File: src/rtl/frr_pkg.sv
// shared types, codes and constants of the file request receiver
package frr_pkg;

	localparam int unsigned CFG_DATA_W = 16;
	localparam int unsigned CFG_IDX_W  = 3;

	// control characters of the exchange
	localparam logic [7:0] CH_ETX = 8'h03;
	localparam logic [7:0] CH_ENQ = 8'h05;
	localparam logic [7:0] CH_ACK = 8'h06;
	localparam logic [7:0] CH_NAK = 8'h15;
	localparam logic [7:0] CH_ETB = 8'h17;
	localparam logic [7:0] CH_CAN = 8'h18;
	localparam logic [7:0] CH_SUB = 8'h1a;
	localparam logic [7:0] CH_C   = 8'h43;

	localparam logic [15:0] CRC_POLY  = 16'h1021;
	localparam logic [15:0] TIMER_MAX = 16'hffff;

	// register reset values
	localparam logic        RST_REFUSE     = 1'b0;
	localparam logic [15:0] RST_ENQ_RESEND = 16'd200;
	localparam logic [15:0] RST_WAIT_LIMIT = 16'd2000;
	localparam logic [15:0] RST_BYTE_TMO   = 16'd200;
	localparam logic [15:0] RST_START_LIM  = 16'd1500;
	localparam logic [15:0] RST_START_ACK  = 16'd300;

	typedef enum logic [2:0] {
		KIND_BYTE    = 3'd0,
		KIND_TICK    = 3'd1,
		KIND_CARRIER = 3'd2,
		KIND_START   = 3'd3,
		KIND_FINISH  = 3'd4
	} kind_t;

	typedef enum logic [2:0] {
		ACT_SEND     = 3'd0,
		ACT_REQ_BYTE = 3'd1,
		ACT_GOOD     = 3'd2,
		ACT_DISCARD  = 3'd3,
		ACT_SERVE    = 3'd4,
		ACT_END      = 3'd5
	} action_t;

	typedef enum logic [1:0] {
		ST_SUCCESS = 2'd0,
		ST_CARRIER = 2'd1,
		ST_TIMEOUT = 2'd2
	} end_status_t;

	typedef enum logic [CFG_IDX_W-1:0] {
		REG_REFUSE     = 3'd0,
		REG_ENQ_RESEND = 3'd1,
		REG_WAIT_LIMIT = 3'd2,
		REG_BYTE_TMO   = 3'd3,
		REG_START_LIM  = 3'd4,
		REG_START_ACK  = 3'd5
	} cfg_idx_t;

	typedef struct packed {
		action_t     action;
		logic [7:0]  byte_value;
		end_status_t end_status;
	} result_t;

	// all results caused by one input beat
	typedef struct packed {
		logic    two;
		result_t r0;
		result_t r1;
	} pair_t;

	typedef struct packed {
		logic full;
		logic empty;
	} queue_stat_t;

	function automatic result_t mk_result(action_t act, logic [7:0] b, end_status_t st);
		result_t r;
		r.action     = act;
		r.byte_value = b;
		r.end_status = st;
		return r;
	endfunction

endpackage

File: src/rtl/frr_if.sv
// channel interfaces: request events, result beats, register writes
interface frr_req_if;
	logic       valid;
	logic       ready;
	logic [2:0] kind;
	logic [7:0] rx_byte;

	modport source (output valid, output kind, output rx_byte, input ready);
	modport sink (input valid, input kind, input rx_byte, output ready);
endinterface

interface frr_rsp_if;
	logic       valid;
	logic       ready;
	logic [2:0] action;
	logic [7:0] byte_value;
	logic [1:0] end_status;
	logic       last;

	modport source (output valid, output action, output byte_value, output end_status,
		output last, input ready);
	modport sink (input valid, input action, input byte_value, input end_status,
		input last, output ready);
endinterface

interface frr_cfg_if;
	logic        valid;
	logic        ready;
	logic [2:0]  index;
	logic [15:0] data;

	modport source (output valid, output index, output data, input ready);
	modport sink (input valid, input index, input data, output ready);
endinterface

File: src/rtl/file_request_receiver.sv
// top level of the file request receiver
//
//  channel  role   beat carries
//  req      sink   kind, rx_byte (byte, tick, carrier lost, start, finished)
//  rsp      source action, byte_value, end_status, last
//  cfg      sink   index, data (register write, always ready)
//
// one request event is taken per cycle; the session state, timers and crc
// update in the cycle of the beat, so one event follows the next directly.
// each event yields zero to two result beats, one per cycle on rsp while rsp.ready is high,
// so a run of events with two results each is held back by the output rather than by req.
// req stalls only when the QUEUE_DEPTH-entry result queue is full.
// reset brings the session to idle with the registers at their defaults.
module file_request_receiver import frr_pkg::*; #(
	parameter int unsigned MAX_REQUEST_LEN = 100,
	parameter int unsigned QUEUE_DEPTH     = 4
) (
	input  logic      clk,
	input  logic      arst_n,
	frr_req_if.sink   req,
	frr_rsp_if.source rsp,
	frr_cfg_if.sink   cfg
);

	logic        q_push;
	logic        q_pop;
	pair_t       q_in;
	pair_t       q_head;
	queue_stat_t q_stat;

	frr_engine #(
		.MAX_REQUEST_LEN(MAX_REQUEST_LEN)
	) u_engine (
		.clk      (clk),
		.arst_n   (arst_n),
		.req      (req),
		.cfg      (cfg),
		.q_full   (q_stat.full),
		.push     (q_push),
		.push_data(q_in)
	);

	frr_queue #(
		.DEPTH(QUEUE_DEPTH)
	) u_queue (
		.clk      (clk),
		.arst_n   (arst_n),
		.push     (q_push),
		.push_data(q_in),
		.pop      (q_pop),
		.head     (q_head),
		.stat     (q_stat)
	);

	frr_drain u_drain (
		.clk   (clk),
		.arst_n(arst_n),
		.head  (q_head),
		.q_stat(q_stat),
		.pop   (q_pop),
		.rsp   (rsp)
	);

`ifndef NO_ASSERTIONS
	// a group is never pushed into a full queue
	a_no_overflow: assert property (@(posedge clk) disable iff (!arst_n)
		q_push |-> !q_stat.full)
		else $error("result group pushed into full queue");

	// the second beat of a group is ready right after the first
	a_pair_follows: assert property (@(posedge clk) disable iff (!arst_n)
		(rsp.valid && rsp.ready && !rsp.last) |=> rsp.valid)
		else $error("second beat of result group missing");

	// a pop only happens with something in the queue
	a_pop_nonempty: assert property (@(posedge clk) disable iff (!arst_n)
		q_pop |-> !q_stat.empty)
		else $error("pop from empty queue");

	// a status code is only carried by a session end
	a_status_end: assert property (@(posedge clk) disable iff (!arst_n)
		(rsp.valid && rsp.end_status != ST_SUCCESS) |-> rsp.action == ACT_END)
		else $error("end status on a beat that is not a session end");
`endif

endmodule

File: src/rtl/frr_engine.sv
// front end: registers, session state machine, timers and frame crc
module frr_engine import frr_pkg::*; #(
	parameter int unsigned MAX_REQUEST_LEN = 100
) (
	input  logic          clk,
	input  logic          arst_n,
	frr_req_if.sink       req,
	frr_cfg_if.sink       cfg,
	input  logic          q_full,
	output logic          push,
	output pair_t         push_data
);

	localparam int unsigned CNT_W = $clog2(MAX_REQUEST_LEN + 1);
	localparam logic [CNT_W-1:0] CNT_MAX = CNT_W'(MAX_REQUEST_LEN);

	typedef enum logic [6:0] {
		PH_IDLE       = 7'b0000001,
		PH_WAIT_BARK  = 7'b0000010,
		PH_FRAME      = 7'b0000100,
		PH_CRC_LO     = 7'b0001000,
		PH_CRC_HI     = 7'b0010000,
		PH_WAIT_START = 7'b0100000,
		PH_SERVING    = 7'b1000000
	} phase_t;

	logic        refuse_q;
	logic [15:0] enq_resend_q, wait_limit_q, byte_tmo_q, start_lim_q, start_ack_q;

	phase_t           phase_q, phase_d;
	logic [15:0]      resend_q, resend_d;
	logic [15:0]      ptimer_q, ptimer_d;
	logic [15:0]      gap_q, gap_d;
	logic [15:0]      crc_q, crc_d;
	logic [CNT_W-1:0] cnt_q, cnt_d;
	logic [7:0]       crc_lo_q, crc_lo_d;

	logic        acc;
	kind_t       kind;
	logic [7:0]  b;
	result_t     res_c [2];
	logic [1:0]  n_c;
	logic        do_round, do_discard;
	logic [15:0] ptimer_inc, resend_inc, gap_inc;

	function automatic logic [15:0] bump(input logic [15:0] t);
		return (t == TIMER_MAX) ? t : t + 16'd1;
	endfunction

	// a limit of zero behaves like one
	function automatic logic reached(input logic [15:0] t, input logic [15:0] lim);
		return t >= ((lim == 16'd0) ? 16'd1 : lim);
	endfunction

	function automatic logic [15:0] crc_step(input logic [15:0] crc_in, input logic [7:0] d);
		logic [15:0] c;
		c = crc_in ^ {d, 8'h00};
		for (int i = 0; i < 8; i++) begin
			c = c[15] ? ({c[14:0], 1'b0} ^ CRC_POLY) : {c[14:0], 1'b0};
		end
		return c;
	endfunction

	assign cfg.ready = 1'b1;
	assign req.ready = !q_full;
	assign acc       = req.valid && req.ready;
	assign kind      = kind_t'(req.kind);
	assign b         = req.rx_byte;

	assign ptimer_inc = bump(ptimer_q);
	assign resend_inc = bump(resend_q);
	assign gap_inc    = bump(gap_q);

	always_ff @(posedge clk or negedge arst_n) begin
		if (!arst_n) begin
			refuse_q     <= RST_REFUSE;
			enq_resend_q <= RST_ENQ_RESEND;
			wait_limit_q <= RST_WAIT_LIMIT;
			byte_tmo_q   <= RST_BYTE_TMO;
			start_lim_q  <= RST_START_LIM;
			start_ack_q  <= RST_START_ACK;
		end else if (cfg.valid && cfg.ready) begin
			unique case (cfg_idx_t'(cfg.index))
				REG_REFUSE:     refuse_q     <= cfg.data[0];
				REG_ENQ_RESEND: enq_resend_q <= cfg.data;
				REG_WAIT_LIMIT: wait_limit_q <= cfg.data;
				REG_BYTE_TMO:   byte_tmo_q   <= cfg.data;
				REG_START_LIM:  start_lim_q  <= cfg.data;
				REG_START_ACK:  start_ack_q  <= cfg.data;
				default: ;
			endcase
		end
	end

	always_comb begin
		phase_d    = phase_q;
		resend_d   = resend_q;
		ptimer_d   = ptimer_q;
		gap_d      = gap_q;
		crc_d      = crc_q;
		cnt_d      = cnt_q;
		crc_lo_d   = crc_lo_q;
		res_c[0]   = '0;
		res_c[1]   = '0;
		n_c        = 2'd0;
		do_round   = 1'b0;
		do_discard = 1'b0;

		unique case (kind)
			KIND_BYTE: begin
				unique case (phase_q)
					PH_WAIT_BARK: begin
						if (b == CH_ACK) begin
							phase_d = PH_FRAME;
							crc_d   = '0;
							cnt_d   = '0;
							gap_d   = '0;
						end else if (b == CH_ETB) begin
							res_c[n_c[0]] = mk_result(ACT_END, 8'h00, ST_SUCCESS);
							n_c = n_c + 2'd1;
							phase_d = PH_IDLE;
						end else if (b == CH_ENQ) begin
							res_c[n_c[0]] = mk_result(ACT_SEND, CH_ETB, ST_SUCCESS);
							n_c = n_c + 2'd1;
						end
					end
					PH_FRAME: begin
						gap_d = '0;
						// a leading ack is a repeat of the opener
						if (!(b == CH_ACK && cnt_q == '0)) begin
							if (cnt_q >= CNT_MAX) begin
								do_discard = 1'b1;
							end else if (b == CH_ETX) begin
								phase_d = PH_CRC_LO;
							end else if (b == CH_SUB) begin
								do_discard = 1'b1;
							end else begin
								res_c[n_c[0]] = mk_result(ACT_REQ_BYTE, b, ST_SUCCESS);
								n_c = n_c + 2'd1;
								crc_d = crc_step(crc_q, b);
								cnt_d = cnt_q + CNT_W'(1);
							end
						end
					end
					PH_CRC_LO: begin
						gap_d    = '0;
						crc_lo_d = b;
						phase_d  = PH_CRC_HI;
					end
					PH_CRC_HI: begin
						if ({b, crc_lo_q} == crc_q) begin
							res_c[0] = mk_result(ACT_GOOD, 8'h00, ST_SUCCESS);
							res_c[1] = mk_result(ACT_SEND, CH_ACK, ST_SUCCESS);
							n_c      = 2'd2;
							phase_d  = PH_WAIT_START;
							ptimer_d = '0;
							gap_d    = '0;
						end else begin
							do_discard = 1'b1;
						end
					end
					PH_WAIT_START: begin
						if (b == CH_C || b == CH_NAK) begin
							res_c[n_c[0]] = mk_result(ACT_SERVE, 8'h00, ST_SUCCESS);
							n_c = n_c + 2'd1;
							phase_d = PH_SERVING;
						end else begin
							gap_d = '0;
						end
					end
					default: ;
				endcase
			end
			KIND_TICK: begin
				unique case (phase_q)
					PH_WAIT_BARK: begin
						ptimer_d = ptimer_inc;
						resend_d = resend_inc;
						// the give-up limit wins over a resend
						if (reached(ptimer_inc, wait_limit_q)) begin
							res_c[n_c[0]] = mk_result(ACT_END, 8'h00, ST_TIMEOUT);
							n_c = n_c + 2'd1;
							phase_d = PH_IDLE;
						end else if (reached(resend_inc, enq_resend_q)) begin
							res_c[n_c[0]] = mk_result(ACT_SEND, CH_ENQ, ST_SUCCESS);
							n_c = n_c + 2'd1;
							resend_d = '0;
						end
					end
					PH_FRAME, PH_CRC_LO, PH_CRC_HI: begin
						gap_d = gap_inc;
						if (reached(gap_inc, byte_tmo_q)) begin
							do_discard = 1'b1;
						end
					end
					PH_WAIT_START: begin
						ptimer_d = ptimer_inc;
						gap_d    = gap_inc;
						if (reached(ptimer_inc, start_lim_q)) begin
							res_c[n_c[0]] = mk_result(ACT_END, 8'h00, ST_TIMEOUT);
							n_c = n_c + 2'd1;
							phase_d = PH_IDLE;
						end else if (reached(gap_inc, start_ack_q)) begin
							res_c[n_c[0]] = mk_result(ACT_SEND, CH_ACK, ST_SUCCESS);
							n_c = n_c + 2'd1;
							gap_d = '0;
						end
					end
					default: ;
				endcase
			end
			KIND_CARRIER: begin
				if (phase_q == PH_FRAME || phase_q == PH_CRC_LO || phase_q == PH_CRC_HI) begin
					res_c[n_c[0]] = mk_result(ACT_DISCARD, 8'h00, ST_SUCCESS);
					n_c = n_c + 2'd1;
				end
				if (phase_q != PH_IDLE) begin
					res_c[n_c[0]] = mk_result(ACT_END, 8'h00, ST_CARRIER);
					n_c = n_c + 2'd1;
					phase_d = PH_IDLE;
				end
			end
			KIND_START: begin
				if (phase_q == PH_IDLE) do_round = 1'b1;
			end
			KIND_FINISH: begin
				if (phase_q == PH_SERVING) do_round = 1'b1;
			end
			default: ;
		endcase

		// a discard is reported unless refusing; then a new round opens, or the refusal is sent
		if (do_discard && !refuse_q) begin
			res_c[n_c[0]] = mk_result(ACT_DISCARD, 8'h00, ST_SUCCESS);
			n_c = n_c + 2'd1;
		end
		if (do_discard || do_round) begin
			if (refuse_q) begin
				res_c[0] = mk_result(ACT_SEND, CH_CAN, ST_SUCCESS);
				res_c[1] = mk_result(ACT_END, 8'h00, ST_SUCCESS);
				n_c      = 2'd2;
				phase_d  = PH_IDLE;
			end else begin
				res_c[n_c[0]] = mk_result(ACT_SEND, CH_ENQ, ST_SUCCESS);
				n_c = n_c + 2'd1;
				phase_d  = PH_WAIT_BARK;
				resend_d = '0;
				ptimer_d = '0;
			end
		end
	end

	assign push         = acc && (n_c != 2'd0);
	assign push_data.two = n_c[1];
	assign push_data.r0  = res_c[0];
	assign push_data.r1  = res_c[1];

	always_ff @(posedge clk or negedge arst_n) begin
		if (!arst_n) begin
			phase_q  <= PH_IDLE;
			resend_q <= '0;
			ptimer_q <= '0;
			gap_q    <= '0;
			crc_q    <= '0;
			cnt_q    <= '0;
			crc_lo_q <= '0;
		end else if (acc) begin
			phase_q  <= phase_d;
			resend_q <= resend_d;
			ptimer_q <= ptimer_d;
			gap_q    <= gap_d;
			crc_q    <= crc_d;
			cnt_q    <= cnt_d;
			crc_lo_q <= crc_lo_d;
		end
	end

endmodule

File: src/rtl/frr_queue.sv
// short queue of result groups between front end and back end
module frr_queue import frr_pkg::*; #(
	parameter int unsigned DEPTH = 4
) (
	input  logic        clk,
	input  logic        arst_n,
	input  logic        push,
	input  pair_t       push_data,
	input  logic        pop,
	output pair_t       head,
	output queue_stat_t stat
);

	localparam int unsigned PTR_W = $clog2(DEPTH);
	localparam int unsigned CNT_W = $clog2(DEPTH + 1);
	localparam logic [PTR_W-1:0] PTR_LAST = PTR_W'(DEPTH - 1);
	localparam logic [CNT_W-1:0] CNT_FULL = CNT_W'(DEPTH);

	pair_t            mem_q [DEPTH];
	logic [PTR_W-1:0] wr_ptr_q, rd_ptr_q;
	logic [CNT_W-1:0] count_q;
	logic             do_push, do_pop;

	assign stat.full  = (count_q == CNT_FULL);
	assign stat.empty = (count_q == '0);
	assign head       = mem_q[rd_ptr_q];
	assign do_push    = push && !stat.full;
	assign do_pop     = pop && !stat.empty;

	always_ff @(posedge clk) begin
		if (do_push) mem_q[wr_ptr_q] <= push_data;
	end

	always_ff @(posedge clk or negedge arst_n) begin
		if (!arst_n) begin
			wr_ptr_q <= '0;
			rd_ptr_q <= '0;
			count_q  <= '0;
		end else begin
			if (do_push) wr_ptr_q <= (wr_ptr_q == PTR_LAST) ? '0 : wr_ptr_q + PTR_W'(1);
			if (do_pop)  rd_ptr_q <= (rd_ptr_q == PTR_LAST) ? '0 : rd_ptr_q + PTR_W'(1);
			if (do_push && !do_pop)      count_q <= count_q + CNT_W'(1);
			else if (do_pop && !do_push) count_q <= count_q - CNT_W'(1);
		end
	end

endmodule

File: src/rtl/frr_drain.sv
// back end: output register that sends each result group as one or two beats
module frr_drain import frr_pkg::*; (
	input  logic          clk,
	input  logic          arst_n,
	input  pair_t         head,
	input  queue_stat_t   q_stat,
	output logic          pop,
	frr_rsp_if.source     rsp
);

	pair_t   pair_q;
	logic    have_q;
	logic    sel_q;
	result_t cur;
	logic    beat;
	logic    finish;

	assign cur            = sel_q ? pair_q.r1 : pair_q.r0;
	assign rsp.valid      = have_q;
	assign rsp.action     = cur.action;
	assign rsp.byte_value = cur.byte_value;
	assign rsp.end_status = cur.end_status;
	assign rsp.last       = sel_q || !pair_q.two;

	assign beat   = rsp.valid && rsp.ready;
	assign finish = beat && rsp.last;
	// refill in the same cycle the last beat of a group leaves
	assign pop    = !q_stat.empty && (!have_q || finish);

	always_ff @(posedge clk) begin
		if (pop) pair_q <= head;
	end

	always_ff @(posedge clk or negedge arst_n) begin
		if (!arst_n) begin
			have_q <= 1'b0;
			sel_q  <= 1'b0;
		end else if (pop) begin
			have_q <= 1'b1;
			sel_q  <= 1'b0;
		end else if (finish) begin
			have_q <= 1'b0;
			sel_q  <= 1'b0;
		end else if (beat) begin
			sel_q <= 1'b1;
		end
	end

endmodule

File: src/flat_wrapper.sv
// flat-port wrapper written by rule: the top's interface ports become plain ports
module file_request_receiver_flat import frr_pkg::*;
#(
	parameter int unsigned MAX_REQUEST_LEN = 100,
	parameter int unsigned QUEUE_DEPTH     = 4
)
  (clk, arst_n, req_valid, req_kind, req_rx_byte, req_ready, rsp_valid, rsp_action, rsp_byte_value, rsp_end_status, rsp_last, rsp_ready, cfg_valid, cfg_index, cfg_data, cfg_ready);
  frr_req_if req_i ();
  frr_rsp_if rsp_i ();
  frr_cfg_if cfg_i ();
  input  logic clk;
  input  logic arst_n;
  input wire logic [$bits(req_i.valid)-1:0] req_valid;
  input wire logic [$bits(req_i.kind)-1:0] req_kind;
  input wire logic [$bits(req_i.rx_byte)-1:0] req_rx_byte;
  output wire logic [$bits(req_i.ready)-1:0] req_ready;
  output wire logic [$bits(rsp_i.valid)-1:0] rsp_valid;
  output wire logic [$bits(rsp_i.action)-1:0] rsp_action;
  output wire logic [$bits(rsp_i.byte_value)-1:0] rsp_byte_value;
  output wire logic [$bits(rsp_i.end_status)-1:0] rsp_end_status;
  output wire logic [$bits(rsp_i.last)-1:0] rsp_last;
  input wire logic [$bits(rsp_i.ready)-1:0] rsp_ready;
  input wire logic [$bits(cfg_i.valid)-1:0] cfg_valid;
  input wire logic [$bits(cfg_i.index)-1:0] cfg_index;
  input wire logic [$bits(cfg_i.data)-1:0] cfg_data;
  output wire logic [$bits(cfg_i.ready)-1:0] cfg_ready;
  assign req_i.valid = req_valid;
  assign req_i.kind = req_kind;
  assign req_i.rx_byte = req_rx_byte;
  assign req_ready = req_i.ready;
  assign rsp_valid = rsp_i.valid;
  assign rsp_action = rsp_i.action;
  assign rsp_byte_value = rsp_i.byte_value;
  assign rsp_end_status = rsp_i.end_status;
  assign rsp_last = rsp_i.last;
  assign rsp_i.ready = rsp_ready;
  assign cfg_i.valid = cfg_valid;
  assign cfg_i.index = cfg_index;
  assign cfg_i.data = cfg_data;
  assign cfg_ready = cfg_i.ready;
  file_request_receiver #(.MAX_REQUEST_LEN(MAX_REQUEST_LEN), .QUEUE_DEPTH(QUEUE_DEPTH)) u_core (.clk(clk), .arst_n(arst_n), .req(req_i), .rsp(rsp_i), .cfg(cfg_i));
endmodule
File: config.mk
export PLATFORM = sky130hd
export DESIGN_NAME = file_request_receiver_flat
export DESIGN_NICKNAME = d
export VERILOG_FILES = /design/src/rtl/frr_pkg.sv /design/src/rtl/frr_if.sv /design/src/rtl/file_request_receiver.sv /design/src/rtl/frr_engine.sv /design/src/rtl/frr_queue.sv /design/src/rtl/frr_drain.sv /design/src/flat_wrapper.sv
export SDC_FILE = /design/constraint.sdc
export NUM_CORES = 1
export LEC_CHECK = 0
export BUFFER_PORTS_ARGS = -buffer_cell sky130_fd_sc_hd__buf_4
export CORE_MARGIN = 3
export CORE_UTILIZATION = 60
export DETAILED_ROUTE_END_ITERATION = 10
export PLACE_DENSITY = 0.77
export SYNTH_ARGS = -nofsm -noshare
export SYNTH_HDL_FRONTEND = slang
export SYNTH_SLANG_ARGS = --single-unit
File: constraint.sdc
create_clock -name clk -period 7.8 [get_ports clk]
set_input_delay 0.39 -clock clk [delete_from_list [all_inputs] [get_ports clk]]
set_output_delay 0.39 -clock clk [all_outputs]
set_load 0.03 [all_outputs]
==> implementation parameters, run 1 <==
Parameter                              Value

Logic synthesis
  Fraction of the yosys area taken by sequential cells ... 0.487
  Simple-Gate Fraction of Synth Area ... 0.149
  Arithmetic-cell share of the synthesized area counting full adders, half adders and majority gates ... 0.0720
  Syn_nets ... 1549
  Compound-Gate Fraction of Synth Area ... 0.132
  Biggest area consumer among synthesized cells ... sky130_fd_sc_hd__dfrtp_1
  Post-synthesis instance area ... 15600 um^2
  FF+latch count, synth ... 281
  Xor and xnor fraction of the mapped netlist area ... 0.0388
  Count of warnings emitted by yosys ... 0
  FFs w/ async S/R, synth ... 0.626
  Top-area cell type share of the netlist area ... 0.244
  Distinct cells, synth ... 95
  Biggest area contributors in the synthesized netlist ... sky130_fd_sc_hd__dfrtp_1 (24%), sky130_fd_sc_hd__edfxtp_1 (20%), sky130_fd_sc_hd__ha_1 (7.1%)
  Number of enable-type register cells in the synthesized netlist ... 105
  Dominant combinational cell family by area after synthesis ... simple AND/OR/NAND/NOR gates
  Cells after synthesis ... 1425
  Synthesized area divided by synthesized cell count ... 10.9 um^2
  Multiplexer area fraction after synthesis ... 0.0820
  Top flip-flop cell by instance count after synthesis ... sky130_fd_sc_hd__dfrtp_1

Routing
  Router iterations before antenna repair ... 5
  # DRC ... 0
  Avg Vias per Cell ... 6.10
  Final routed wire length divided by cell count ... 19.4 um
  Remaining number of nets flagged by the antenna check after routing ... 0
  Total number of vias ... 11100
  Number of DRC markers after the initial detailed-route iteration ... 877
  Final Routed Wirelength ... 35300 um

Floorplan
  Site Rows ... 58
  Effective utilization at floorplan ... 0.615
  Height of the die ... 167 um
  Core area ... 25300 um^2
  Die X ... 167 um
  Area of the die ... 27900 um^2
  Io pins ... 52

Global route
  First-pass GRT wire length ... 58100 um
  Leftover overflow at the end of global routing ... 0
  Largest net degree at the start of global routing ... 104
  Initial antenna violation count ... 1
  Aggregate global-route resource usage ... 0.254
  Vias in the first global route ... 11100

STA
  Final Hold Viols ... 0
  Slack of the critical path ... 805 ps
  Least-Margin Pin Slew ... 1040 ps
  Worst rel slew slack ... 0.302
  Total Negative Setup Slacks ... 0 ps
  RSZ-0062 raised after global routing ... false
  Highest attainable clock frequency ... 143 MHz
  Final worst path period need ... 7000 ps
  Setup violators final ... 0
  Portion of the clock cycle consumed by the worst path in the final layout ... 0.897
  Final Max Tran Viols ... 0
  Clk_skew ... 25.3 ps

Setup path
  Critical Path Start Type ... flip-flop
  Path type of the worst setup path ... flip-flop to flip-flop
  CP Capture Type ... flip-flop
  Req. time, crit path ... 8290 ps
  CP max FO ... 9
  Critical Path AT ... 7490 ps

Finish
  Most common cell after layout, fill and taps aside ... sky130_fd_sc_hd__nand2_1
  Core utilization of the finished layout ... 0.681
  Layout area overhead ... 10.9%
  Commonest cells after routing, fill and taps aside ... sky130_fd_sc_hd__nand2_1 (154), sky130_fd_sc_hd__dfrtp_1 (152), sky130_fd_sc_hd__edfxtp_1 (105)
  Number of nets in the layout ... 1591
  Layout Cell Area excl Fill ... 17300 um^2
  Ratio of cells with drive above 1 in the final layout ... 0.167

Place
  HPWL after DPL ... 25600 um
  Post-placement cell area ... 16300 um^2
  Worst Setup Slack post-DPL ... 940 ps
  Number of port buffers ... 50
  Placer's final routability congestion estimate ... 0.877

Power
  IR drop worst, VDD ... 0.000279 V
  Pleak ... 0.00734 uW
  Pwr/cell area ... 256 nW/um^2
  Total power ... 4420 uW

CTS
  Clk sink count ... 281
  Clock transition at the registers of the reported paths ... 60 ps
  Insertion delay to the later sink of the worst-skew pair ... 570 ps
  CTS resizes ... 0
  Buffer cell driving the clock tree root ... sky130_fd_sc_hd__clkbuf_16
  Number of H-tree branching levels ... 1
  CTS tree ... built
  Number of clock buffers inserted by TritonCTS ... 30
  Maximum number of buffers from clock root to sink ... 3

Status
  Status ... completed

Flow run
  Total of max-cap violations ... 0

Min path
  Path class of the lowest-slack min-delay path ... input port to flip-flop
-- routing by layer --
| metal | GRT usage | part of all wire |
|---|---|---|
| met3 | 0.0301 | 0.048 |
| met1 | 0.351 | 0.44 |
| met5 | 0 | 0 |
| met4 | 0.0624 | 0.023 |
| met2 | 0.432 | 0.49 |
-- path summary, 6_finish.rpt --
check / to / depth (start not counted) / slack (ps) / start
hold reg to reg: u_core.u_queue.count_q[2] / 1 / 510 / u_core.u_queue.count_q[2]
max in group asynchronous: u_core.u_engine.crc_q[6] / 3 / 5740 / arst_n
min in group asynchronous: u_core.u_engine.gap_q[6] / 2 / 500 / arst_n
hold / removal: u_core.u_engine.enq_resend_q[5] / 3 / 100 / cfg_data[5]
setup reg to reg: u_core.u_queue.count_q[2] / 25 / 800 / u_core.u_engine.ptimer_q[0]
setup / recovery: u_core.u_queue.count_q[2] / 25 / 800 / u_core.u_engine.ptimer_q[0]
-- metrics by stage --
step	cells	hold slack [ps]
2_1_floorplan	1425	94.4
3_3_place_gp	1764	483
6_report	1822	96.2
4_1_cts	1821	69.3
3_5_place_dp	1764	498
5_1_grt	1822	90.3
-- flip-flops by register name (all words and copies together), names as in the netlist --
name	count
u_core.u_drain.pair_q	21
u_core.u_drain.rsp.valid	1
u_core.u_drain.sel_q	1
u_core.u_engine.byte_tmo_q	16
u_core.u_engine.cnt_q	7
u_core.u_engine.crc_lo_q	8
u_core.u_engine.crc_q	16
u_core.u_engine.enq_resend_q	16
u_core.u_engine.gap_q	16
u_core.u_engine.phase_q	7
u_core.u_engine.ptimer_q	16
u_core.u_engine.refuse_q	1
u_core.u_engine.resend_q	16
u_core.u_engine.start_ack_q	16
u_core.u_engine.start_lim_q	16
u_core.u_engine.wait_limit_q	16
u_core.u_queue.count_q	3
u_core.u_queue.mem_q	84
u_core.u_queue.rd_ptr_q	2
u_core.u_queue.wr_ptr_q	2
-- power by group --
group	internal [uW]	switching, uW
clock	810	582
sequential	1780	175
combinational	472	595
total	3060	1350
-- what timing repair did --
item                                    CTS  global route
hold endpoints to repair                 44             0
endpoints found under the setup margin    0             0
hold buffers                              1             0
setup buffers                             0             0
-- final cells by class --
cell class / count / area [um^2]
tap: 330 / 413
fill: 1895 / 8070
timing repair buffer: 65 / 494
clock inverter: 11 / 136
multi-input combinational: 992 / 7420
clock buffer: 45 / 837
sequential: 281 / 7590
antenna: 1 / 2.50
inverter: 97 / 364
-- critical path, stage by stage, from the launching register on --
cell and delay, ps:
sky130_fd_sc_hd__dfrtp_1 430, sky130_fd_sc_hd__ha_1 240, sky130_fd_sc_hd__nand3_1 230, sky130_fd_sc_hd__nor4_1 760, sky130_fd_sc_hd__nand3_1 460, sky130_fd_sc_hd__nand2b_1 330
sky130_fd_sc_hd__nor2_1 90, sky130_fd_sc_hd__xor2_1 270, sky130_fd_sc_hd__ha_1 300, sky130_fd_sc_hd__and4_1 210, sky130_fd_sc_hd__a21oi_1 150, sky130_fd_sc_hd__o311ai_0 150
sky130_fd_sc_hd__a211oi_1 280, sky130_fd_sc_hd__o211ai_2 200, sky130_fd_sc_hd__a22oi_1 230, sky130_fd_sc_hd__nor2_1 130, sky130_fd_sc_hd__or4_1 590, sky130_fd_sc_hd__ha_1 350
sky130_fd_sc_hd__inv_1 120, sky130_fd_sc_hd__a31oi_4 240, sky130_fd_sc_hd__ha_1 240, sky130_fd_sc_hd__inv_1 70, sky130_fd_sc_hd__fa_1 430, sky130_fd_sc_hd__xor2_1 150
sky130_fd_sc_hd__nor2_1 110, sky130_fd_sc_hd__xor2_1 160
-- cell usage after synthesis, types with 5 or more instances --
library cell               count
sky130_fd_sc_hd__mux4_2       21
sky130_fd_sc_hd__inv_1        97
sky130_fd_sc_hd__and3_1       11
sky130_fd_sc_hd__nand2b_1     26
sky130_fd_sc_hd__a41o_1        5
sky130_fd_sc_hd__a22o_1       27
sky130_fd_sc_hd__a21oi_1      44
sky130_fd_sc_hd__nor4b_1       6
sky130_fd_sc_hd__nor2_1       65
sky130_fd_sc_hd__a21o_1       21
sky130_fd_sc_hd__a31oi_1       8
sky130_fd_sc_hd__dfrtp_1     152
sky130_fd_sc_hd__xnor2_1      35
sky130_fd_sc_hd__o21ai_1       7
sky130_fd_sc_hd__edfxtp_1    105
sky130_fd_sc_hd__nand4_1      16
sky130_fd_sc_hd__and4_1       13
sky130_fd_sc_hd__and2_1       15
sky130_fd_sc_hd__nand3_1      34
sky130_fd_sc_hd__o31ai_1      14
sky130_fd_sc_hd__or2_2         5
sky130_fd_sc_hd__nand2_1     154
sky130_fd_sc_hd__clkbuf_1     37
sky130_fd_sc_hd__mux2_2       61
sky130_fd_sc_hd__nor3b_1       5
sky130_fd_sc_hd__or3_1        17
sky130_fd_sc_hd__o21a_1        9
sky130_fd_sc_hd__ha_1         88
sky130_fd_sc_hd__o21ai_0      84
sky130_fd_sc_hd__nor2b_1      11
sky130_fd_sc_hd__o41ai_1       5
sky130_fd_sc_hd__o211ai_1      9
sky130_fd_sc_hd__nor4_1       23
sky130_fd_sc_hd__dfstp_2      24
sky130_fd_sc_hd__a211oi_1      7
sky130_fd_sc_hd__nor3_1       23
sky130_fd_sc_hd__buf_2        11
sky130_fd_sc_hd__xor2_1       29
-- logic make-up after synthesis --
logic type | after synthesis
compound gates | 296
xor+xnor | 66
fa+ha+maj | 89
buf+inv | 152
flops | 281
mux | 91
other cells | 1
simple gates | 449
(Power assumes the default switching activity.)
==> inputs of run 2 (changes only) <==
Settings changed: CORE_ASPECT_RATIO set to 0.7, CORE_MARGIN 3 to not set, CTS_CLUSTER_SIZE set to 40.
==> implementation parameters, run 2 (synthesis gave the netlist of run 1 again) <==
Parameter                              Value

STA
  Setup violators final ... 0 (unchanged)
  Final Max Tran Viols ... 0 (unchanged)
  Slack of the critical path ... 494 ps (-311 ps)
  Total Negative Setup Slacks ... 0 ps (unchanged)
  RSZ-0062 raised after global routing ... false
  Worst rel slew slack ... 0.243 (-0.0583)
  Least-Margin Pin Slew ... 1130 ps (+90.8 ps)
  Clk_skew ... 22.3 ps (-3.03 ps)
  Portion of the clock cycle consumed by the worst path in the final layout ... 0.937 (+0.0398)
  Final Hold Viols ... 0 (unchanged)
  Highest attainable clock frequency ... 137 MHz (-4.3%)
  Worst hold slack after final layout ... 108 ps (+11.7 ps)
  Final worst path period need ... 7310 ps (+311 ps)

Global route
  Aggregate global-route resource usage ... 0.292 (+0.0380)
  Grt met1 use ... 0.437 (+0.0854)
  First-pass GRT wire length ... 60200 um (+3.6%)
  Initial antenna violation count ... 0 (-1)
  Vias in the first global route ... 11000 (-0.32%)
  Met3 Track Usage GR ... 0.0697 (+0.0396)
  Most heavily used metal layer in global routing ... met1
  Leftover overflow at the end of global routing ... 0 (unchanged)
  M2 GR Usage ... 0.424 (-0.00767)
  Largest net degree at the start of global routing ... 68 (-35%)

Place
  HPWL after DPL ... 27100 um (+6.0%)
  Worst Setup Slack post-DPL ... 665 ps (-274 ps)
  Placer's final routability congestion estimate ... 0.947 (+8.0%)
  Post-placement cell area ... 16300 um^2 (about the same)
  Number of port buffers ... 50 (unchanged)

Min path
  Cells on Worst Hold Path ... 3 (unchanged)
  Hold Crit Endpoint ... u_core.u_engine.wait_limit_q[14]
  Startpoint of the tightest hold check path ... cfg_data[14]
  Path class of the lowest-slack min-delay path ... input port to flip-flop

Routing
  Remaining number of nets flagged by the antenna check after routing ... 0 (unchanged)
  Router iterations before antenna repair ... 7 (+2)
  Final Routed Wirelength ... 37700 um (+7.0%)
  Number of DRC markers after the initial detailed-route iteration ... 1064 (+21%)
  # DRC ... 0 (unchanged)
  Total number of vias ... 11400 (+2.6%)
  Final routed wire length divided by cell count ... 20.8 um (+7.6%)
  Avg Vias per Cell ... 6.29 (+3.1%)

Power
  IR drop worst, VDD ... 0.000164 V (-41%)
  Total power ... 4370 uW (-0.95%)
  Pwr/cell area ... 255 nW/um^2 (-0.54%)
  Flop pwr share ... 0.449 (+0.006)
  Pleak ... 0.00733 uW (-0.23%)
  Sw Pwr ... 1380 uW (+1.7%)
  Logic pwr share ... 0.248 (+0.007)
  Internal power ... 3000 uW (-2.1%)
  Switching Fraction ... 0.314 (+0.00819)
  Clock share of power ... 0.303 (-0.012)

Finish
  Layout Cell Area excl Fill ... 17200 um^2 (-0.41%)
  Register name with the most flops ... u_core.u_queue.mem_q
  Fillers ... 1858 (-2.0%)
  Layout area overhead ... 10.4%
  Area taken by flip-flops and latches ... 7590 um^2 (unchanged)
  Largest register FFs ... 84 (unchanged)
  Number of nets in the layout ... 1590 (-0.063%)
  Most common cell after layout, fill and taps aside ... sky130_fd_sc_hd__nand2_1
  Commonest cells after routing, fill and taps aside ... sky130_fd_sc_hd__nand2_1 (154), sky130_fd_sc_hd__dfrtp_1 (152), sky130_fd_sc_hd__edfxtp_1 (105)
  Leading registers by flop count ... u_core.u_queue.mem_q x84, u_core.u_drain.pair_q x21
  Ratio of cells with drive above 1 in the final layout ... 0.171 (+0.00448)
  Antenna diode count ... 0 (-1)
  Area of combinational cells with multiple inputs ... 7420 um^2 (unchanged)

Setup path
  Largest stage delay on the critical path ... 800 ps (+40 ps)
  Worst reg-to-reg path cell count ... 25 (unchanged)
  Critical Path Start ... u_core.u_engine.ptimer_q[0]
  Reg-to-reg critical path endpoint ... u_core.u_queue.count_q[2]
  Worst R2R Start ... u_core.u_engine.ptimer_q[0]
  Critical Path AT ... 7780 ps (+290 ps)
  Setup slack of the most critical reg-to-reg path ... 490 ps (-310 ps)
  Path type of the worst setup path ... flip-flop to flip-flop
  CP max FO ... 9 (unchanged)
  CP Capture Type ... flip-flop
  Req. time, crit path ... 8280 ps (about the same)
  Critical Path Start Type ... flip-flop
  Slowest CP cell ... sky130_fd_sc_hd__nor4_1
  Worst path bufs/invs ... 2 (unchanged)
  Cell class contributing the biggest share of worst-path delay ... simple AND/OR/NAND/NOR gates
  Most numerous cell on the critical path ... sky130_fd_sc_hd__ha_1

CTS
  CTS resizes ... 0 (unchanged)
  Number of H-tree branching levels ... 1 (unchanged)
  Buffer cell driving the clock tree root ... sky130_fd_sc_hd__clkbuf_16
  Clk sink count ... 281 (unchanged)
  Insertion delay to the later sink of the worst-skew pair ... 560 ps (about the same)
  Maximum number of buffers from clock root to sink ... 3 (unchanged)
  Clock transition at the registers of the reported paths ... 70 ps (about the same)
  CTS tree ... built
  Number of clock buffers inserted by TritonCTS ... 27 (-10%)

Floorplan
  Site Rows ... 48 (-17%)
  Effective utilization at floorplan ... 0.622 (+0.00694)
  Io pins ... 52 (unchanged)
  Height of the die ... 137 um (-18%)
  Core area ... 25000 um^2 (-1.1%)
  Die X ... 195 um (+16%)
  Area of the die ... 26600 um^2 (-4.7%)

Flow run
  Total of max-cap violations ... 0 (unchanged)

Status
  Status ... completed
==> run 2: cell types whose count changed in the layout (fill, tap and decap cells not counted), moves of 2 or more <==
cell                         before  now
sky130_fd_sc_hd__inv_6            0    3
sky130_fd_sc_hd__clkinvlp_2       0    2
sky130_fd_sc_hd__clkinv_4         0    2
sky130_fd_sc_hd__buf_4           63   65
sky130_fd_sc_hd__clkbuf_1        12    1
sky130_fd_sc_hd__clkbuf_16       30   27
==> run 2: area by class of cell <==
class,instances,share of cell area
clock inverters,18,0.00939
repair buffers,67,0.0296
clock buffers,32,0.0427
inverters,97,0.0212
flip-flops and latches,281,0.441
well taps,325,0.0237
multi-input cells,992,0.432
==> run 2: how the worst max path moves through the flow <==
stage	slack [ps]	endpoint	depth (start not counted)
final	490	u_core.u_queue.count_q[2]	25
after detailed placement	670	u_core.u_queue.count_q[2]	25
after CTS	660	u_core.u_queue.count_q[2]	25
after global placement	990	u_core.u_queue.count_q[2]	25
after global routing	30	u_core.u_queue.count_q[2]	25
after floorplan	1860	u_core.u_queue.count_q[2]	25
==> run 2: power groups by stage <==
stage | Clock (uW) | Sequential, uW | Combinational, uW
after floorplan | 0 | 1900 | 796
after global placement | 0 | 1970 | 1040
after detailed placement | 0 | 1980 | 1080
after CTS | 1340 | 1960 | 1090
after global routing | 1400 | 1980 | 1190
final | 1330 | 1960 | 1090
==> run 2: through the flow <==
step,util,std cells
2_1_floorplan,-,1425
3_3_place_gp,0.650,1761
3_5_place_dp,0.650,1761
4_1_cts,0.686,1812
5_1_grt,0.686,1812
6_report,0.686,1812
==> run 2: tightest hold or removal path: cells and delay by family <==
family | cells | cell delay (ps)
AO/OA/AOI/OAI | 1 | 60
AND/OR/NAND/NOR | 1 | 50
buffers and inverters | 1 | 130
==> run 2: repair_timing <==
item / in CTS / in global routing
hold buffers: 1 / 0
endpoints found under the hold margin: 42 / 0
buffers inserted: 0 / 0
==> run 2: per-layer routing <==
metal / vias to the layer above / routed length, um
met5: - / 0
met2: 434 / 15900
met4: 0 / 900
li1: 5295 / -
met1: 5592 / 17700
met3: 71 / 3240
==> inputs of run 3 (changes only) <==
Settings changed: RECOVER_POWER set to 50.
==> implementation parameters, run 3 (synthesis gave the netlist of run 1 again) <==
Parameter                              Value

Floorplan
  Effective utilization at floorplan ... 0.622 (unchanged)
  Site Rows ... 48 (unchanged)
  Io pins ... 52 (unchanged)
  Core area ... 25000 um^2 (unchanged)
  Die X ... 195 um (unchanged)
  Area of the die ... 26600 um^2 (unchanged)
  Height of the die ... 137 um (unchanged)

STA
  Final Hold Viols ... 0 (unchanged)
  Setup violators final ... 0 (unchanged)
  RSZ-0062 raised after global routing ... false
  Final worst path period need ... 7320 ps (+9.53 ps)
  Highest attainable clock frequency ... 137 MHz (-0.13%)
  Total Negative Setup Slacks ... 0 ps (unchanged)
  Final Max Tran Viols ... 114 (+114)
  Least-Margin Pin Slew ... 3690 ps (+2560 ps)
  Portion of the clock cycle consumed by the worst path in the final layout ... 0.938 (+0.00122)
  Worst rel slew slack ... -1.46 (-1.70)
  Clk_skew ... 14.7 ps (-7.65 ps)

Power
  IR drop worst, VDD ... 0.000164 V (+0.17%)
  Pwr/cell area ... 253 nW/um^2 (-0.44%)
  Pleak ... 0.00723 uW (-1.3%)

Finish
  Most common cell after layout, fill and taps aside ... sky130_fd_sc_hd__nand2_1
  Core utilization of the finished layout ... 0.682 (-0.00395)
  Largest register FFs ... 84 (unchanged)
  Leading registers by flop count ... u_core.u_queue.mem_q x84, u_core.u_drain.pair_q x21
  Register name with the most flops ... u_core.u_queue.mem_q
  Antenna diode count ... 0 (unchanged)
  Ratio of cells with drive above 1 in the final layout ... 0.154 (-0.0175)
  Number of nets in the layout ... 1590 (unchanged)
  Commonest cells after routing, fill and taps aside ... sky130_fd_sc_hd__nand2_1 (154), sky130_fd_sc_hd__dfrtp_1 (152), sky130_fd_sc_hd__edfxtp_1 (105)
  Layout area overhead ... 9.77%
  Layout Cell Area excl Fill ... 17100 um^2 (-0.58%)

Place
  Placer's final routability congestion estimate ... 0.947 (unchanged)
  HPWL after DPL ... 27100 um (unchanged)
  Post-placement cell area ... 16300 um^2 (unchanged)
  Number of port buffers ... 50 (unchanged)

Min path
  Path class of the lowest-slack min-delay path ... input port to flip-flop
  Cells on Worst Hold Path ... 3 (unchanged)

Setup path
  CP Capture Type ... flip-flop
  Critical Path AT ... 7790 ps (about the same)
  Worst reg-to-reg path cell count ... 24 (-4.0%)
  Critical Path Start Type ... flip-flop
  Path type of the worst setup path ... flip-flop to flip-flop
  CP max FO ... 10 (+1)
  Req. time, crit path ... 8280 ps (about the same)

Global route
  Vias in the first global route ... 11000 (unchanged)
  Initial antenna violation count ... 0 (unchanged)
  Leftover overflow at the end of global routing ... 0 (unchanged)
  Aggregate global-route resource usage ... 0.292 (unchanged)
  Largest net degree at the start of global routing ... 68 (unchanged)
  First-pass GRT wire length ... 60200 um (unchanged)

CTS
  Number of H-tree branching levels ... 1 (unchanged)
  Maximum number of buffers from clock root to sink ... 3 (unchanged)
  Buffer cell driving the clock tree root ... sky130_fd_sc_hd__clkbuf_16
  Clk sink count ... 281 (unchanged)
  CTS resizes ... 0 (unchanged)
  Insertion delay to the later sink of the worst-skew pair ... 560 ps (about the same)
  CTS tree ... built
  Hold buffer count at CTS ... 1 (unchanged)
  Number of clock buffers inserted by TritonCTS ... 27 (unchanged)
  Setup Fix Bufs, Post-CTS ... 0 (unchanged)
  Clock transition at the registers of the reported paths ... 70 ps (about the same)

Status
  Status ... finished with violations
  Violations in the final reports ... capacitance limit, slew limit

Routing
  Number of DRC markers after the initial detailed-route iteration ... 1040 (-2.3%)
  Router iterations before antenna repair ... 5 (-2)
  Total number of vias ... 11400 (-0.36%)
  Avg Vias per Cell ... 6.26 (-0.36%)
  Remaining number of nets flagged by the antenna check after routing ... 0 (unchanged)
  Final routed wire length divided by cell count ... 20.8 um (-0.19%)
  Final Routed Wirelength ... 37700 um (-0.19%)
  # DRC ... 0 (unchanged)

Flow run
  Total of max-cap violations ... 2 (+2)
==> run 3: worst max-delay path: stages (launching register included) <==
cell and delay (ps):
sky130_fd_sc_hd__dfrtp_1 550, sky130_fd_sc_hd__nand4_2 300, sky130_fd_sc_hd__nor4_1 860, sky130_fd_sc_hd__nand3_1 490, sky130_fd_sc_hd__nand2b_1 350, sky130_fd_sc_hd__nor2_1 80, sky130_fd_sc_hd__xor2_1 300, sky130_fd_sc_hd__ha_1 300
sky130_fd_sc_hd__and3_1 150, sky130_fd_sc_hd__o21ai_0 170, sky130_fd_sc_hd__o311ai_0 160, sky130_fd_sc_hd__a211oi_1 470, sky130_fd_sc_hd__o211ai_2 210, sky130_fd_sc_hd__a22oi_1 260, sky130_fd_sc_hd__nor2_1 140, sky130_fd_sc_hd__or4_1 590
sky130_fd_sc_hd__ha_1 340, sky130_fd_sc_hd__inv_1 120, sky130_fd_sc_hd__a31oi_4 270, sky130_fd_sc_hd__ha_1 240, sky130_fd_sc_hd__inv_1 70, sky130_fd_sc_hd__fa_1 430, sky130_fd_sc_hd__xor2_1 150, sky130_fd_sc_hd__nor2_1 110
sky130_fd_sc_hd__xor2_1 150
==> run 3: power by group <==
part	leakage (uW)	internal (uW)	switching, uW
clock network	0.000436	744	578
logic	0.00359	433	612
registers	0.00321	1780	180
total	0.00723	2960	1370
==> run 3: metal layers <==
layer | global-route usage | up-vias | part of all wire
met2 | 0.424 | 432 | 0.42
met3 | 0.0697 | 71 | 0.091
li1 | - | 5295 | -
met4 | 0.0776 | 0 | 0.024
met1 | 0.437 | 5553 | 0.46
met5 | 0 | - | 0
==> run 3: per-stage QoR <==
stage / setup WS [ps] / power (uW) / cells / hold slack [ps]
2_1_floorplan: 1860 / 2700 / 1425 / 94.4
3_3_place_gp: 991 / 3010 / 1761 / 346
3_5_place_dp: 665 / 3060 / 1761 / 353
4_1_cts: 656 / 4390 / 1812 / 92.0
5_1_grt: 26.4 / 4540 / 1812 / 104
6_report: 485 / 4330 / 1812 / 108
==> run 3: path summary, 6_finish.rpt <==
check | slack, ps | endpoint | start
max in group asynchronous | 1570 | u_core.u_engine.ptimer_q[11] | arst_n
max | 480 | u_core.u_queue.count_q[2] | u_core.u_engine.ptimer_q[3]
max reg2reg | 480 | u_core.u_queue.count_q[2] | u_core.u_engine.ptimer_q[3]
min reg2reg | 510 | u_core.u_engine.crc_q[14] | u_core.u_engine.crc_q[14]
min in group asynchronous | 1200 | u_core.u_drain.sel_q | arst_n
min | 110 | u_core.u_engine.start_lim_q[14] | cfg_data[14]
==> run 3: cell type report <==
type | instances | area (um^2)
tap | 325 | 407
sequential | 281 | 7590
multi-input combinational | 992 | 7420
fill | 1881 | 7960
timing repair buffer | 67 | 415
clock buffer | 32 | 734
inverter | 97 | 364
clock inverter | 18 | 161
